**src/rtl/assert_macros.svh**
```systemverilog
// ----------------------------------------------------------------------------
// assert_macros.svh
// Assertion macros for the timing wheel RTL.
// ----------------------------------------------------------------------------
`ifndef ASSERT_MACROS_SVH
`define ASSERT_MACROS_SVH

// Same-cycle implication, checked outside reset.
`define HTW_ASSERT_NOW(label, ante, cons) \
  label: assert property (@(posedge clk) disable iff (rst) (ante) |-> (cons)) \
    else $error("assertion failed");

// Next-cycle implication, checked outside reset.
`define HTW_ASSERT_NEXT(label, ante, cons) \
  label: assert property (@(posedge clk) disable iff (rst) (ante) |=> (cons)) \
    else $error("assertion failed");

`endif

```
**src/rtl/htw_pkg.sv**
```systemverilog
// ----------------------------------------------------------------------------
// htw_pkg
// Types and constants of the hashed timing wheel.
// ----------------------------------------------------------------------------
`timescale 1ns / 1ps

package htw_pkg;

  localparam int WHEEL_SLOTS = 256;
  localparam int SLOT_W      = $clog2(WHEEL_SLOTS);
  localparam int TIMER_COUNT = 16;
  localparam int ID_W        = 4;
  localparam int TICKS_W     = 32;
  localparam int ROUNDS_W    = TICKS_W - SLOT_W;
  localparam int DIV_W       = 16;

  typedef enum logic [1:0] {
    ACT_START = 2'd0,
    ACT_STOP  = 2'd1,
    ACT_TICK  = 2'd2,
    ACT_NONE  = 2'd3
  } action_t;

  typedef enum logic [1:0] {
    S_IDLE,
    S_DIVIDE,
    S_SCAN,
    S_EMPTY
  } state_t;

  // Command broadcast to every cell of the chain.
  typedef struct packed {
    logic                 eval;
    logic                 place;
    logic                 stop;
    logic                 clr;
    logic                 adv;
    logic [TICKS_W-1:0]   ticks;
    logic                 periodic;
    logic [SLOT_W-1:0]    cur_slot;
  } cell_cmd_t;

endpackage

```
**src/rtl/htw_in_if.sv**
```systemverilog
// ----------------------------------------------------------------------------
// htw_in_if
// Input item channel: action, timer number, interval, periodic flag.
// ----------------------------------------------------------------------------
`timescale 1ns / 1ps

interface htw_in_if;
  logic        valid;
  logic        ready;
  logic [1:0]  action;
  logic [3:0]  timer_id;
  logic [31:0] interval;
  logic        periodic;

  modport source (output valid, action, timer_id, interval, periodic, input ready);
  modport sink   (input valid, action, timer_id, interval, periodic, output ready);
endinterface

```
**src/rtl/htw_out_if.sv**
```systemverilog
// ----------------------------------------------------------------------------
// htw_out_if
// Result item channel: fired flag, expired timer number, last flag.
// ----------------------------------------------------------------------------
`timescale 1ns / 1ps

interface htw_out_if;
  logic       valid;
  logic       ready;
  logic       fired;
  logic [3:0] expired_id;
  logic       last;

  modport source (output valid, fired, expired_id, last, input ready);
  modport sink   (input valid, fired, expired_id, last, output ready);
endinterface

```
**src/rtl/htw_cfg_if.sv**
```systemverilog
// ----------------------------------------------------------------------------
// htw_cfg_if
// Configuration write channel carrying the tick length.
// ----------------------------------------------------------------------------
`timescale 1ns / 1ps

interface htw_cfg_if;
  logic        valid;
  logic        ready;
  logic [15:0] data;

  modport source (output valid, data, input ready);
  modport sink   (input valid, data, output ready);
endinterface

```
**src/rtl/htw_divider.sv**
```systemverilog
// ----------------------------------------------------------------------------
// htw_divider
// Restoring divider, one quotient bit per cycle while busy.
// ----------------------------------------------------------------------------
`timescale 1ns / 1ps

module htw_divider (
  input  logic                          clk,
  input  logic                          rst,
  input  logic                          start,
  input  logic [htw_pkg::TICKS_W-1:0]   dividend,
  input  logic [htw_pkg::DIV_W-1:0]     divisor,
  output logic                          done,
  output logic [htw_pkg::TICKS_W-1:0]   quotient
);

  localparam int CNT_W = $clog2(htw_pkg::TICKS_W);

  logic                          busy;
  logic [CNT_W-1:0]              cnt;
  logic [htw_pkg::DIV_W-1:0]     dvs;
  logic [htw_pkg::DIV_W-1:0]     rem;
  logic [htw_pkg::DIV_W:0]       trial;
  logic                          qbit;

  // Shift in the next dividend bit and try the subtract
  assign trial = {rem, quotient[htw_pkg::TICKS_W-1]};
  assign qbit  = (trial >= {1'b0, dvs});

  // Control: count the steps
  always_ff @(posedge clk) begin
    if (rst) begin
      busy <= 1'b0;
      done <= 1'b0;
      cnt  <= '0;
    end else begin
      done <= 1'b0;
      if (start) begin
        busy <= 1'b1;
        cnt  <= '0;
      end else if (busy) begin
        cnt <= cnt + 1'b1;
        if (cnt == CNT_W'(htw_pkg::TICKS_W - 1)) begin
          busy <= 1'b0;
          done <= 1'b1;
        end
      end
    end
  end

  // Datapath: a zero divisor divides like one
  always_ff @(posedge clk) begin
    if (start) begin
      quotient <= dividend;
      rem      <= '0;
      dvs      <= (divisor == '0) ? htw_pkg::DIV_W'(1) : divisor;
    end else if (busy) begin
      rem      <= qbit ? htw_pkg::DIV_W'(trial - {1'b0, dvs})
                       : trial[htw_pkg::DIV_W-1:0];
      quotient <= {quotient[htw_pkg::TICKS_W-2:0], qbit};
    end
  end

endmodule

```
**src/rtl/htw_cell.sv**
```systemverilog
// ----------------------------------------------------------------------------
// htw_cell
// One timer entry of the chain: slot, rounds, reload, pending fire, token.
// ----------------------------------------------------------------------------
`timescale 1ns / 1ps

module htw_cell (
  input  logic               clk,
  input  logic               rst,
  input  htw_pkg::cell_cmd_t cmd,
  input  logic               sel,
  input  logic               token_in,
  output logic               token_out,
  output logic               pend
);

  logic                           active;
  logic                           periodic;
  logic [htw_pkg::SLOT_W-1:0]     slot;
  logic [htw_pkg::ROUNDS_W-1:0]   rounds;
  logic [htw_pkg::TICKS_W-1:0]    reload;
  logic                           visit;

  assign visit = active && (slot == cmd.cur_slot);

  // Control bits: active, pending fire, scan token
  always_ff @(posedge clk) begin
    if (rst) begin
      active    <= 1'b0;
      pend      <= 1'b0;
      token_out <= 1'b0;
    end else begin
      if (cmd.adv) begin
        token_out <= token_in;
      end
      if (cmd.eval) begin
        if (visit && rounds == '0) begin
          pend <= 1'b1;
          if (!periodic) begin
            active <= 1'b0;
          end
        end
      end else if (cmd.place && sel) begin
        active <= 1'b1;
      end else if (cmd.stop && sel) begin
        active <= 1'b0;
      end
      if (cmd.clr && token_out) begin
        pend <= 1'b0;
      end
    end
  end

  // Timer payload: place, count down, reload
  always_ff @(posedge clk) begin
    if (cmd.eval) begin
      if (visit) begin
        if (rounds != '0) begin
          rounds <= rounds - 1'b1;
        end else if (periodic) begin
          slot   <= cmd.cur_slot + reload[htw_pkg::SLOT_W-1:0];
          rounds <= reload[htw_pkg::TICKS_W-1:htw_pkg::SLOT_W];
        end
      end
    end else if (cmd.place && sel) begin
      reload   <= cmd.ticks;
      periodic <= cmd.periodic;
      slot     <= cmd.cur_slot + cmd.ticks[htw_pkg::SLOT_W-1:0];
      rounds   <= cmd.ticks[htw_pkg::TICKS_W-1:htw_pkg::SLOT_W];
    end
  end

endmodule

```
**src/rtl/hashed_timing_wheel_unit.sv**
```systemverilog
// ----------------------------------------------------------------------------
// hashed_timing_wheel_unit
// Hashed timing wheel over a chain of sixteen timer cells.
// ----------------------------------------------------------------------------
//  channel  dir  payload                                  accepted when
//  req      in   action, timer_id, interval, periodic     valid && ready
//  rsp      out  fired, expired_id, last                  valid && ready
//  cfg      in   data (tick length)                       valid && ready
//
//  Start: the serial divider forms the tick count, then the timer is placed.
//  Tick: all cells evaluate, then a token walks the cell chain one cell a
//  cycle, except while a stalled result holds it in place.
//  Stop and ignored items: straight on to the empty result.
//  Reset (rst, synchronous) frees all timers and sets the slot to 0.
//  A stalled result holds the token in place; the result register frees
//  the input side once its item is taken.
// ----------------------------------------------------------------------------
`timescale 1ns / 1ps
`include "assert_macros.svh"

module hashed_timing_wheel_unit (
  input  logic       clk,
  input  logic       rst,
  htw_in_if.sink     req,
  htw_out_if.source  rsp,
  htw_cfg_if.sink    cfg
);

  localparam int N = htw_pkg::TIMER_COUNT;

  htw_pkg::state_t                state, state_next;
  htw_pkg::cell_cmd_t             cmd;
  logic [htw_pkg::DIV_W-1:0]      tick_length;
  logic [htw_pkg::SLOT_W-1:0]     cur_slot;
  logic [htw_pkg::ID_W-1:0]       id_q;
  logic                           per_q;
  logic                           accept, id_ok, div_start, div_done;
  logic [htw_pkg::TICKS_W-1:0]    quotient;
  logic [N-1:0]                   sel, pend, tokens;
  logic [N:0]                     chain;
  logic                           here, last_f, out_free;
  logic                           emit, emit_fired, emit_last;
  logic [htw_pkg::ID_W-1:0]       tok_id;
  logic                           o_valid, o_fired, o_last;
  logic [htw_pkg::ID_W-1:0]       o_id;

  assign accept   = req.valid && req.ready;
  assign id_ok    = (32'(req.timer_id) < N);
  assign out_free = !o_valid || rsp.ready;
  assign here     = |(tokens & pend);
  assign last_f   = ((pend & ~tokens) == '0);

  // Configuration register
  assign cfg.ready = 1'b1;
  always_ff @(posedge clk) begin
    if (rst) begin
      tick_length <= htw_pkg::DIV_W'(1);
    end else if (cfg.valid) begin
      tick_length <= cfg.data;
    end
  end

  // Encode the token position
  always_comb begin
    tok_id = '0;
    for (int i = 0; i < N; i++) begin
      if (tokens[i]) tok_id = htw_pkg::ID_W'(i);
    end
  end

  // Next state
  always_comb begin
    state_next = state;
    unique case (state)
      htw_pkg::S_IDLE: begin
        if (accept) begin
          if (req.action == htw_pkg::ACT_START && id_ok) state_next = htw_pkg::S_DIVIDE;
          else if (req.action == htw_pkg::ACT_TICK)      state_next = htw_pkg::S_SCAN;
          else                                           state_next = htw_pkg::S_EMPTY;
        end
      end
      htw_pkg::S_DIVIDE: if (div_done) state_next = htw_pkg::S_EMPTY;
      htw_pkg::S_SCAN: begin
        if (pend == '0)                       state_next = htw_pkg::S_EMPTY;
        else if (here && out_free && last_f)  state_next = htw_pkg::S_IDLE;
      end
      htw_pkg::S_EMPTY: if (out_free) state_next = htw_pkg::S_IDLE;
      default: state_next = htw_pkg::S_IDLE;
    endcase
  end

  // Outputs of the sequencer
  always_comb begin
    req.ready    = (state == htw_pkg::S_IDLE);
    div_start    = 1'b0;
    emit         = 1'b0;
    emit_fired   = 1'b0;
    emit_last    = 1'b1;
    cmd.eval     = 1'b0;
    cmd.place    = 1'b0;
    cmd.stop     = 1'b0;
    cmd.clr      = 1'b0;
    cmd.adv      = 1'b0;
    cmd.ticks    = quotient;
    cmd.periodic = per_q;
    cmd.cur_slot = cur_slot;
    chain[0]     = 1'b0;
    unique case (state)
      htw_pkg::S_IDLE: begin
        if (accept) begin
          div_start = (req.action == htw_pkg::ACT_START) && id_ok;
          cmd.stop  = (req.action == htw_pkg::ACT_STOP) && id_ok;
          if (req.action == htw_pkg::ACT_TICK) begin
            cmd.eval = 1'b1;
            cmd.adv  = 1'b1;
            chain[0] = 1'b1;
          end
        end
      end
      htw_pkg::S_DIVIDE: cmd.place = div_done;
      htw_pkg::S_SCAN: begin
        cmd.adv = !(here && !out_free);
        if (here && out_free) begin
          emit       = 1'b1;
          emit_fired = 1'b1;
          emit_last  = last_f;
          cmd.clr    = 1'b1;
        end
      end
      htw_pkg::S_EMPTY: emit = out_free;
      default: ;
    endcase
  end

  // Select the addressed cell
  always_comb begin
    for (int i = 0; i < N; i++) begin
      sel[i] = (state == htw_pkg::S_DIVIDE) ? (id_q == htw_pkg::ID_W'(i))
                                            : (req.timer_id == htw_pkg::ID_W'(i));
    end
  end

  // State, slot pointer and start latch
  always_ff @(posedge clk) begin
    if (rst) begin
      state    <= htw_pkg::S_IDLE;
      cur_slot <= '0;
    end else begin
      state <= state_next;
      if (cmd.eval) cur_slot <= cur_slot + 1'b1;
    end
  end

  always_ff @(posedge clk) begin
    if (div_start) begin
      id_q  <= req.timer_id;
      per_q <= req.periodic;
    end
  end

  htw_divider u_div (
    .clk      (clk),
    .rst      (rst),
    .start    (div_start),
    .dividend (req.interval),
    .divisor  (tick_length),
    .done     (div_done),
    .quotient (quotient)
  );

  // Chain of timer cells; the token hands from each cell to the next.
  // A new tick drops any token left in the chain by the previous scan.
  for (genvar g = 0; g < N; g++) begin : g_cell
    htw_cell u_cell (
      .clk       (clk),
      .rst       (rst),
      .cmd       (cmd),
      .sel       (sel[g]),
      .token_in  ((g == 0) ? chain[0] : (chain[g] && !cmd.eval)),
      .token_out (chain[g+1]),
      .pend      (pend[g])
    );
    assign tokens[g] = chain[g+1];
  end

  // Result register
  always_ff @(posedge clk) begin
    if (rst) begin
      o_valid <= 1'b0;
    end else if (emit) begin
      o_valid <= 1'b1;
    end else if (rsp.ready) begin
      o_valid <= 1'b0;
    end
  end

  always_ff @(posedge clk) begin
    if (emit) begin
      o_fired <= emit_fired;
      o_id    <= emit_fired ? tok_id : '0;
      o_last  <= emit_last;
    end
  end

  assign rsp.valid      = o_valid;
  assign rsp.fired      = o_fired;
  assign rsp.expired_id = o_id;
  assign rsp.last       = o_last;

  `HTW_ASSERT_NOW(a_token_onehot, 1'b1, $onehot0(tokens))
  `HTW_ASSERT_NOW(a_div_in_divide, div_done, state == htw_pkg::S_DIVIDE)
  `HTW_ASSERT_NEXT(a_last_clears, emit && emit_fired && emit_last, pend == '0)

endmodule

```
**src/flat_wrapper.sv**
```systemverilog
// flat-port wrapper written by rule: the top's interface ports become plain ports
module hashed_timing_wheel_unit_flat 
  (clk, rst, req_valid, req_action, req_timer_id, req_interval, req_periodic, req_ready, rsp_valid, rsp_fired, rsp_expired_id, rsp_last, rsp_ready, cfg_valid, cfg_data, cfg_ready);
  htw_in_if req_i ();
  htw_out_if rsp_i ();
  htw_cfg_if cfg_i ();
  input  logic clk;
  input  logic rst;
  input wire logic [$bits(req_i.valid)-1:0] req_valid;
  input wire logic [$bits(req_i.action)-1:0] req_action;
  input wire logic [$bits(req_i.timer_id)-1:0] req_timer_id;
  input wire logic [$bits(req_i.interval)-1:0] req_interval;
  input wire logic [$bits(req_i.periodic)-1:0] req_periodic;
  output wire logic [$bits(req_i.ready)-1:0] req_ready;
  output wire logic [$bits(rsp_i.valid)-1:0] rsp_valid;
  output wire logic [$bits(rsp_i.fired)-1:0] rsp_fired;
  output wire logic [$bits(rsp_i.expired_id)-1:0] rsp_expired_id;
  output wire logic [$bits(rsp_i.last)-1:0] rsp_last;
  input wire logic [$bits(rsp_i.ready)-1:0] rsp_ready;
  input wire logic [$bits(cfg_i.valid)-1:0] cfg_valid;
  input wire logic [$bits(cfg_i.data)-1:0] cfg_data;
  output wire logic [$bits(cfg_i.ready)-1:0] cfg_ready;
  assign req_i.valid = req_valid;
  assign req_i.action = req_action;
  assign req_i.timer_id = req_timer_id;
  assign req_i.interval = req_interval;
  assign req_i.periodic = req_periodic;
  assign req_ready = req_i.ready;
  assign rsp_valid = rsp_i.valid;
  assign rsp_fired = rsp_i.fired;
  assign rsp_expired_id = rsp_i.expired_id;
  assign rsp_last = rsp_i.last;
  assign rsp_i.ready = rsp_ready;
  assign cfg_i.valid = cfg_valid;
  assign cfg_i.data = cfg_data;
  assign cfg_ready = cfg_i.ready;
  hashed_timing_wheel_unit u_core (.clk(clk), .rst(rst), .req(req_i), .rsp(rsp_i), .cfg(cfg_i));
endmodule
```
**config.mk**
```make
export PLATFORM = sky130hd
export DESIGN_NAME = hashed_timing_wheel_unit_flat
export DESIGN_NICKNAME = d
export VERILOG_FILES = /design/src/rtl/htw_pkg.sv /design/src/rtl/htw_in_if.sv /design/src/rtl/htw_out_if.sv /design/src/rtl/htw_cfg_if.sv /design/src/rtl/htw_divider.sv /design/src/rtl/htw_cell.sv /design/src/rtl/hashed_timing_wheel_unit.sv /design/src/flat_wrapper.sv
export VERILOG_INCLUDE_DIRS = /design/src /design/src/rtl
export SDC_FILE = /design/constraint.sdc
export NUM_CORES = 2
export LEC_CHECK = 0
export ABC_AREA = 1
export BUFFER_PORTS_ARGS = -buffer_cell sky130_fd_sc_hd__buf_2
export CAP_MARGIN = 10
export CORE_MARGIN = 1
export CORE_UTILIZATION = 40
export DETAILED_ROUTE_END_ITERATION = 8
export PLACE_DENSITY_LB_ADDON = 0.3
export SETUP_SLACK_MARGIN = 0.1
export SLEW_MARGIN = 25
export SYNTH_ARGS = -nofsm -noshare
export SYNTH_HDL_FRONTEND = slang
export SYNTH_SLANG_ARGS = --single-unit
```
**constraint.sdc**
```tcl
create_clock -name clk -period 3.62 [get_ports clk]
set_input_delay 0.362 -clock clk [delete_from_list [all_inputs] [get_ports clk]]
set_output_delay 0.362 -clock clk [all_outputs]
set_load 0.01 [all_outputs]
```
Yosys cells after proc, flatten, opt, wreduce, memory -nomap -nowiden
Index checks and enable logic that the tools add are counted.
{ "totals": {"reg_bits": 1197, "out_inout_bits": 9, "word_cells": 899} }
{ "classes": {"n_addsub": 36, "order_cmp": 1, "eq_ne": 152, "mux": 300, "n_bitwise": 5, "reduce_logical": 278} }
{ "op_table": {"columns": ["operator", "n"], "rows": [
  ["24-bit 2-to-1 mux", 80],
  ["8-bit 2-to-1 mux", 80],
  ["24-bit zero test", 16],
  ["24-bit nonzero test", 16],
  ["24-bit by 1-bit subtractor with 24-bit output, second input constant", 16],
  ["2-bit inequality test, second input constant", 79],
  ["8-bit adder", 17],
  ["8-bit == test", 16],
  ["1-bit 2-to-1 mux", 114],
  ["1-bit logical AND", 99],
  ["3-bit AND reduction", 32],
  ["4-bit AND reduction", 17],
  ["2-bit AND reduction", 33],
  ["4-bit == test, second input constant", 16],
  ["32-bit 2-to-1 mux", 2],
  ["16-bit zero test", 3],
  ["3-bit nonzero test", 16],
  ["3-bit inequality test, second input constant", 15],
  ["2-bit nonzero test", 18],
  ["2-bit OR reduction", 17],
  ["16-bit AND", 2],
  ["4-bit by 3-bit == test with 1-bit output, second input constant", 8],
  ["4-bit 2-to-1 mux", 8],
  ["17-bit by 16-bit greater-or-equal comparator with 1-bit output", 1],
  ["23 further kinds", 51]
]} }

Longest topological paths before layout
{ "depth": {"ltp_word": 15, "depth_mapped": 16, "ltp_nobuf": 15} }

By module
A second synthesis with hierarchy kept.
{ "unflattened": {"cells_unflattened": 7970, "area_unflattened_um2": 68388.1} }
{ "by_module_without_submodules": {"columns": ["module", "instances", "cells_per_inst", "area_per_inst_um2"], "rows": [
  ["htw_cell (u_core.g_cell[0].u_cell ...)", 8, 450, 3902.5],
  ["htw_cell (u_core.g_cell[10].u_cell ...)", 7, 438, 3857.4],
  ["htw_divider", 1, 534, 4130.2],
  ["htw_cell (u_core.g_cell[9].u_cell)", 1, 436, 3788.6],
  ["hashed_timing_wheel_unit", 1, 334, 2247.2]
]} }

Worst setup path after synthesis
OpenSTA, ideal clock, no wires.
{ "synth_timing": {"kind": "flip-flop to flip-flop", "start": "register u_core.cur_slot[1] in the netlist's numbering", "end": "register u_core.g_cell[14].u_cell.rounds[0] in the netlist's numbering (enable)", "setup_time_ns": 0.438, "t_arrival_ns": 3.523, "required_time_ns": 3.182, "slack_ns": -0.341, "stages_incl_launch_ff": 10, "n_path_buf": 2, "synth_period_minus_slack_ns": 3.961, "path_cell_list": "dfxtp_1 buf_4 inv_2 buf_2 o21ai_0 nor2_1 nand2_1 nor2_1 nand2_1 o21ai_0"} }
{ "synth_via": {"elab_chain_len": 4} }
{ "synth_lines": {"columns": ["element", "line_no", "text"], "rows": [
  ["start, declared", "hashed_timing_wheel_unit.sv:34", "logic [htw_pkg::SLOT_W-1:0] cur_slot;"],
  ["start signal, assigned", "hashed_timing_wheel_unit.sv:150", "if (cmd.eval) cur_slot <= cur_slot + 1'b1;"],
  ["8-bit == test", "htw_cell.sv:24", "assign visit = active && (slot == cmd.cur_slot);"],
  ["1-bit logical AND", "htw_cell.sv:24", null],
  ["2-bit inequality test (no source line)", null, null],
  ["3-bit AND reduction (no source line)", null, null],
  ["end signal, assigned", "htw_cell.sv:59", "rounds <= rounds - 1'b1;"],
  ["end signal, assigned", "htw_cell.sv:62", "rounds <= reload[htw_pkg::TICKS_W-1:htw_pkg::SLOT_W];"],
  ["end signal, assigned", "htw_cell.sv:69", "rounds <= cmd.ticks[htw_pkg::TICKS_W-1:htw_pkg::SLOT_W];"],
  ["end, declared", "htw_cell.sv:20", "logic [htw_pkg::ROUNDS_W-1:0] rounds;"]
]} }
Every way passes these cells.
A chain may end at the register's enable or synchronous reset.

Final worst setup path
{ "layout_timing": {"start": "register u_core.cur_slot[0] in the netlist's numbering", "end": "register u_core.g_cell[0].u_cell.slot[6] in the netlist's numbering, data pin"} }
{ "layout_via": {"elab_chain_len": 5, "elab_cells_between_ends": 7} }
{ "layout_lines": {"columns": ["element", "line_no", "text"], "rows": [
  ["8-bit adder", "htw_cell.sv:61", "slot <= cmd.cur_slot + reload[htw_pkg::SLOT_W-1:0];"],
  ["8-bit 2-to-1 mux", "htw_cell.sv:60", "end else if (periodic) begin"],
  ["8-bit 2-to-1 mux", "htw_cell.sv:58", "if (rounds != '0) begin"],
  ["8-bit 2-to-1 mux", "htw_cell.sv:57", "if (visit) begin"],
  ["8-bit 2-to-1 mux (*)", "htw_cell.sv:56", "if (cmd.eval) begin"],
  ["end signal, assigned", "htw_cell.sv:61", null],
  ["end signal, assigned", "htw_cell.sv:68", "slot <= cmd.cur_slot + cmd.ticks[htw_pkg::SLOT_W-1:0];"],
  ["end, declared", "htw_cell.sv:19", "logic [htw_pkg::SLOT_W-1:0] slot;"]
]} }
Mark *: on every way between the ends. The rest lies on a longest branch, timed or not. The select of a mux whose other input is x is not followed.

==> flow_summary.yaml <==
outcome:
  status: "finished, final reports clean"
synth:
  synthFlopType: "edfxtp_1"
  synth_fp_nets: 7064
  synth.distinct_cells: 53
  yosys_register_bits: 1197
  synth_most_common_cell: "nand2_1"
  synth_fa_ha_area_share_pct: 3.969
  synthTopCellsByCount: "nand2_1 (1551), edfxtp_1 (1099), nor2_1 (887)"
  synth_compound_area_share_pct: 10.58
  synth-edff-count: 1099
  synth_top_family_by_area: "simple AND/OR/NAND/NOR gates"
  ys_top_cells_by_area: "edfxtp_1 (53%), nand2_1 (9.3%), nor2_1 (5.3%)"
  synth_top_area_share_pct: 52.66
  netlist_area_mm2: 0.06267
  ys_seq_area_share_pct: 55.79
  syn_area_per_cell_um2: 9.194
  syn_inst: 6816
  synth.largest_area_cell: "edfxtp_1"
  synthSimpleGateAreaFrac_pct: 20.39
  synth_xor_area_share_pct: 3.913
  ys_warn_count: 0
  synthMuxAreaShare_pct: 0
  async_flop_share_pct: 0
clock_tree:
  clk_pin_slew_ns: 0.06
  clock_tree.root_cell: "clkbuf_16"
  clock_sinks: 1197
  insertion_delay_ns: 0.78
  cts-buffers-inserted: 135
  htreeDepth: 4
  clockBufferDepth: 3
  cts_tree: "yes"
  cts_setup_buffers: 0
  cts_resized: 0
floorplanning:
  fp.dieH_um: 397.8
  die_x_um: 397.8
  initial_core_util_pct: 40.49
  die-area_mm2: 0.1582
  row_count: 144
  ioPinCount: 69
  design.core.area_mm2: 0.1548
global_route:
  antenna_found_initial: 13
  grt_pass1_vias: 47610
  grt_max_degree: 153
  overflow: 0
  grt_pass1_wl_um: 303500
  grtUsageTotal_pct: 25.76
sta:
  setup_tns_ns: 0
  hold_ws_ns: 0.05947
  final_max_slew_viol_count: 0
  rsz0062_at_grt: "false"
  tightest_slew_ns: 1.038
  finalSetupViolCount: 0
  slew_headroom_pct: 30.77
  finalCriticalPeriod_ns: 2.999
  worst_slack_ns: 0.6213
  finalClockSkew_ns: 0.02778
  max_freq_mhz: 333.5
  fin_crit_sh_pct: 82.84
  finalHoldViolations: 0
layout:
  fin_area_mm2: 0.07113
  final_layout_size_suffix_gt1_share_pct: 7.996
  num-nets-final: 7296
  fillers: 14450
  multi_input_area_mm2: 0.02441
  area_growth_pct: 13.51
  layout.area.seq_mm2: 0.03497
setup_path:
  start_kind: "flip-flop"
  worst-path-max-fanout: 17
  cp-end-kind: "flip-flop"
  path_class: "reg2reg"
  required_ns: 4.11
  arrival_ns: 3.49
routing:
  routed_wl_um: 206300
  drc: 0
  drt-vias-per-instance: 5.501
  drt-wirelength-per-cell_um: 22.42
  ant_nets: 0
  drtIter0Drc: 5859
  num_vias: 50620
  dr.pass1.iters: 8
placed_design:
  port_buffers: 67
  post-dp-hpwl_um: 130100
  place.gp.congestion: 0.9385
  dpl-instance-area_mm2: 0.06629
  place_ws_ns: 0.7307
worst_hold_path:
  hold_class: "in2reg"
power:
  p_leak_nw: 27.33
  total_power_mw: 34.91
  peakVddDrop_mv: 0.3487
  p_per_area_mw_per_mm2: 490.8
run:
  maxCapViolations: 0
## per-stage QoR
step | std cells | util, %
2_1_floorplan | 6816 | -
4_1_cts | 9198 | 45.95
6_report | 9202 | 45.96
3_3_place_gp | 8900 | 42.83
3_5_place_dp | 8900 | 42.83
5_1_grt | 9198 | 45.95
## final timing paths
check / start / endpoint / slack [ns] / cells past startpoint
worst max register to register: u_core.cur_slot[0] / u_core.g_cell[0].u_cell.slot[6] / 0.62 / 13
worst min register to register: u_core.tick_length[3] / u_core.u_div.dvs[3] / 0.47 / 0
worst min-delay path: cfg_valid / u_core.tick_length[15] / 0.06 / 3
worst max-delay path: u_core.cur_slot[0] / u_core.g_cell[0].u_cell.slot[6] / 0.62 / 13
## cells by family (layout without fill, tap and decap cells)
kind of cell	Yosys count	in the layout
simple gates	3096	3096
flops	1197	1197
other cells	1	5
xor+xnor	280	280
buf+inv	840	1178
compound gates	1214	1214
fa+ha+maj	188	188
## timing repair
item                                    in CTS  in global routing
hold buffers                                55                  0
endpoints found under the setup margin       0                  0
hold endpoints to repair                    53                  0
## cell usage in the layout (no fill, tap or decap), types with 139 or more instances in the layout
master / n
a21oi_1: 353
nand2_1: 1551
nor2_1: 887
edfxtp_1: 1099
xor2_1: 174
buf_4: 175
clkbuf_16: 139
ha_1: 170
nand3_1: 346
o21ai_0: 576
inv_1: 600
## critical path, cell delays in order, from the launching register on
cell	delay [ns]
dfxtp_1	0.39
buf_4	0.33
ha_1	0.22
inv_1	0.05
fa_1	0.41
nor2_1	0.12
o21ai_0	0.08
nand2_1	0.13
nand2_1	0.08
a21oi_1	0.16
o21ai_0	0.10
nand3_1	0.08
buf_4	0.36
o21ai_0	0.18
## layer usage
metal | track usage [%] | part of all wire (%) | vias to the layer above
li1 | - | - | 23760
met1 | 35.31 | 42 | 24300
met2 | 41.20 | 46 | 2162
met3 | 3.760 | 8.5 | 403
met4 | 9.746 | 3.9 | 2
met5 | 0 | 0.0063 | -
## layout make-up
class                      instances  area share, %
antenna                            4        0.01407
clock buffer                     166          5.117
clock inverter                    77         0.8866
inverter                         619          3.277
multi-input combinational       4779          34.31
sequential                      1197          49.17
tap                             2044          3.596
timing repair buffer             316          3.627
## power breakdown
group	total [mW]	internal (mW)	leakage (nW)	switching (mW)
clock	13.5	7.73	2.09	5.79
sequential	16.1	15.9	10.7	0.250
combinational	5.25	1.38	14.5	3.87
total	34.9	25.0	27.3	9.91
## flip-flops by register name, indices dropped and copies added, names as in the netlist, 32 cells and up
| signal | count |
|---|---|
| u_core.g_cell.u_cell.reload | 512 |
| u_core.u_div.quotient | 32 |
| u_core.g_cell.u_cell.slot | 128 |
| u_core.g_cell.u_cell.rounds | 384 |
No activity file was read; power rests on OpenSTA's default activity.
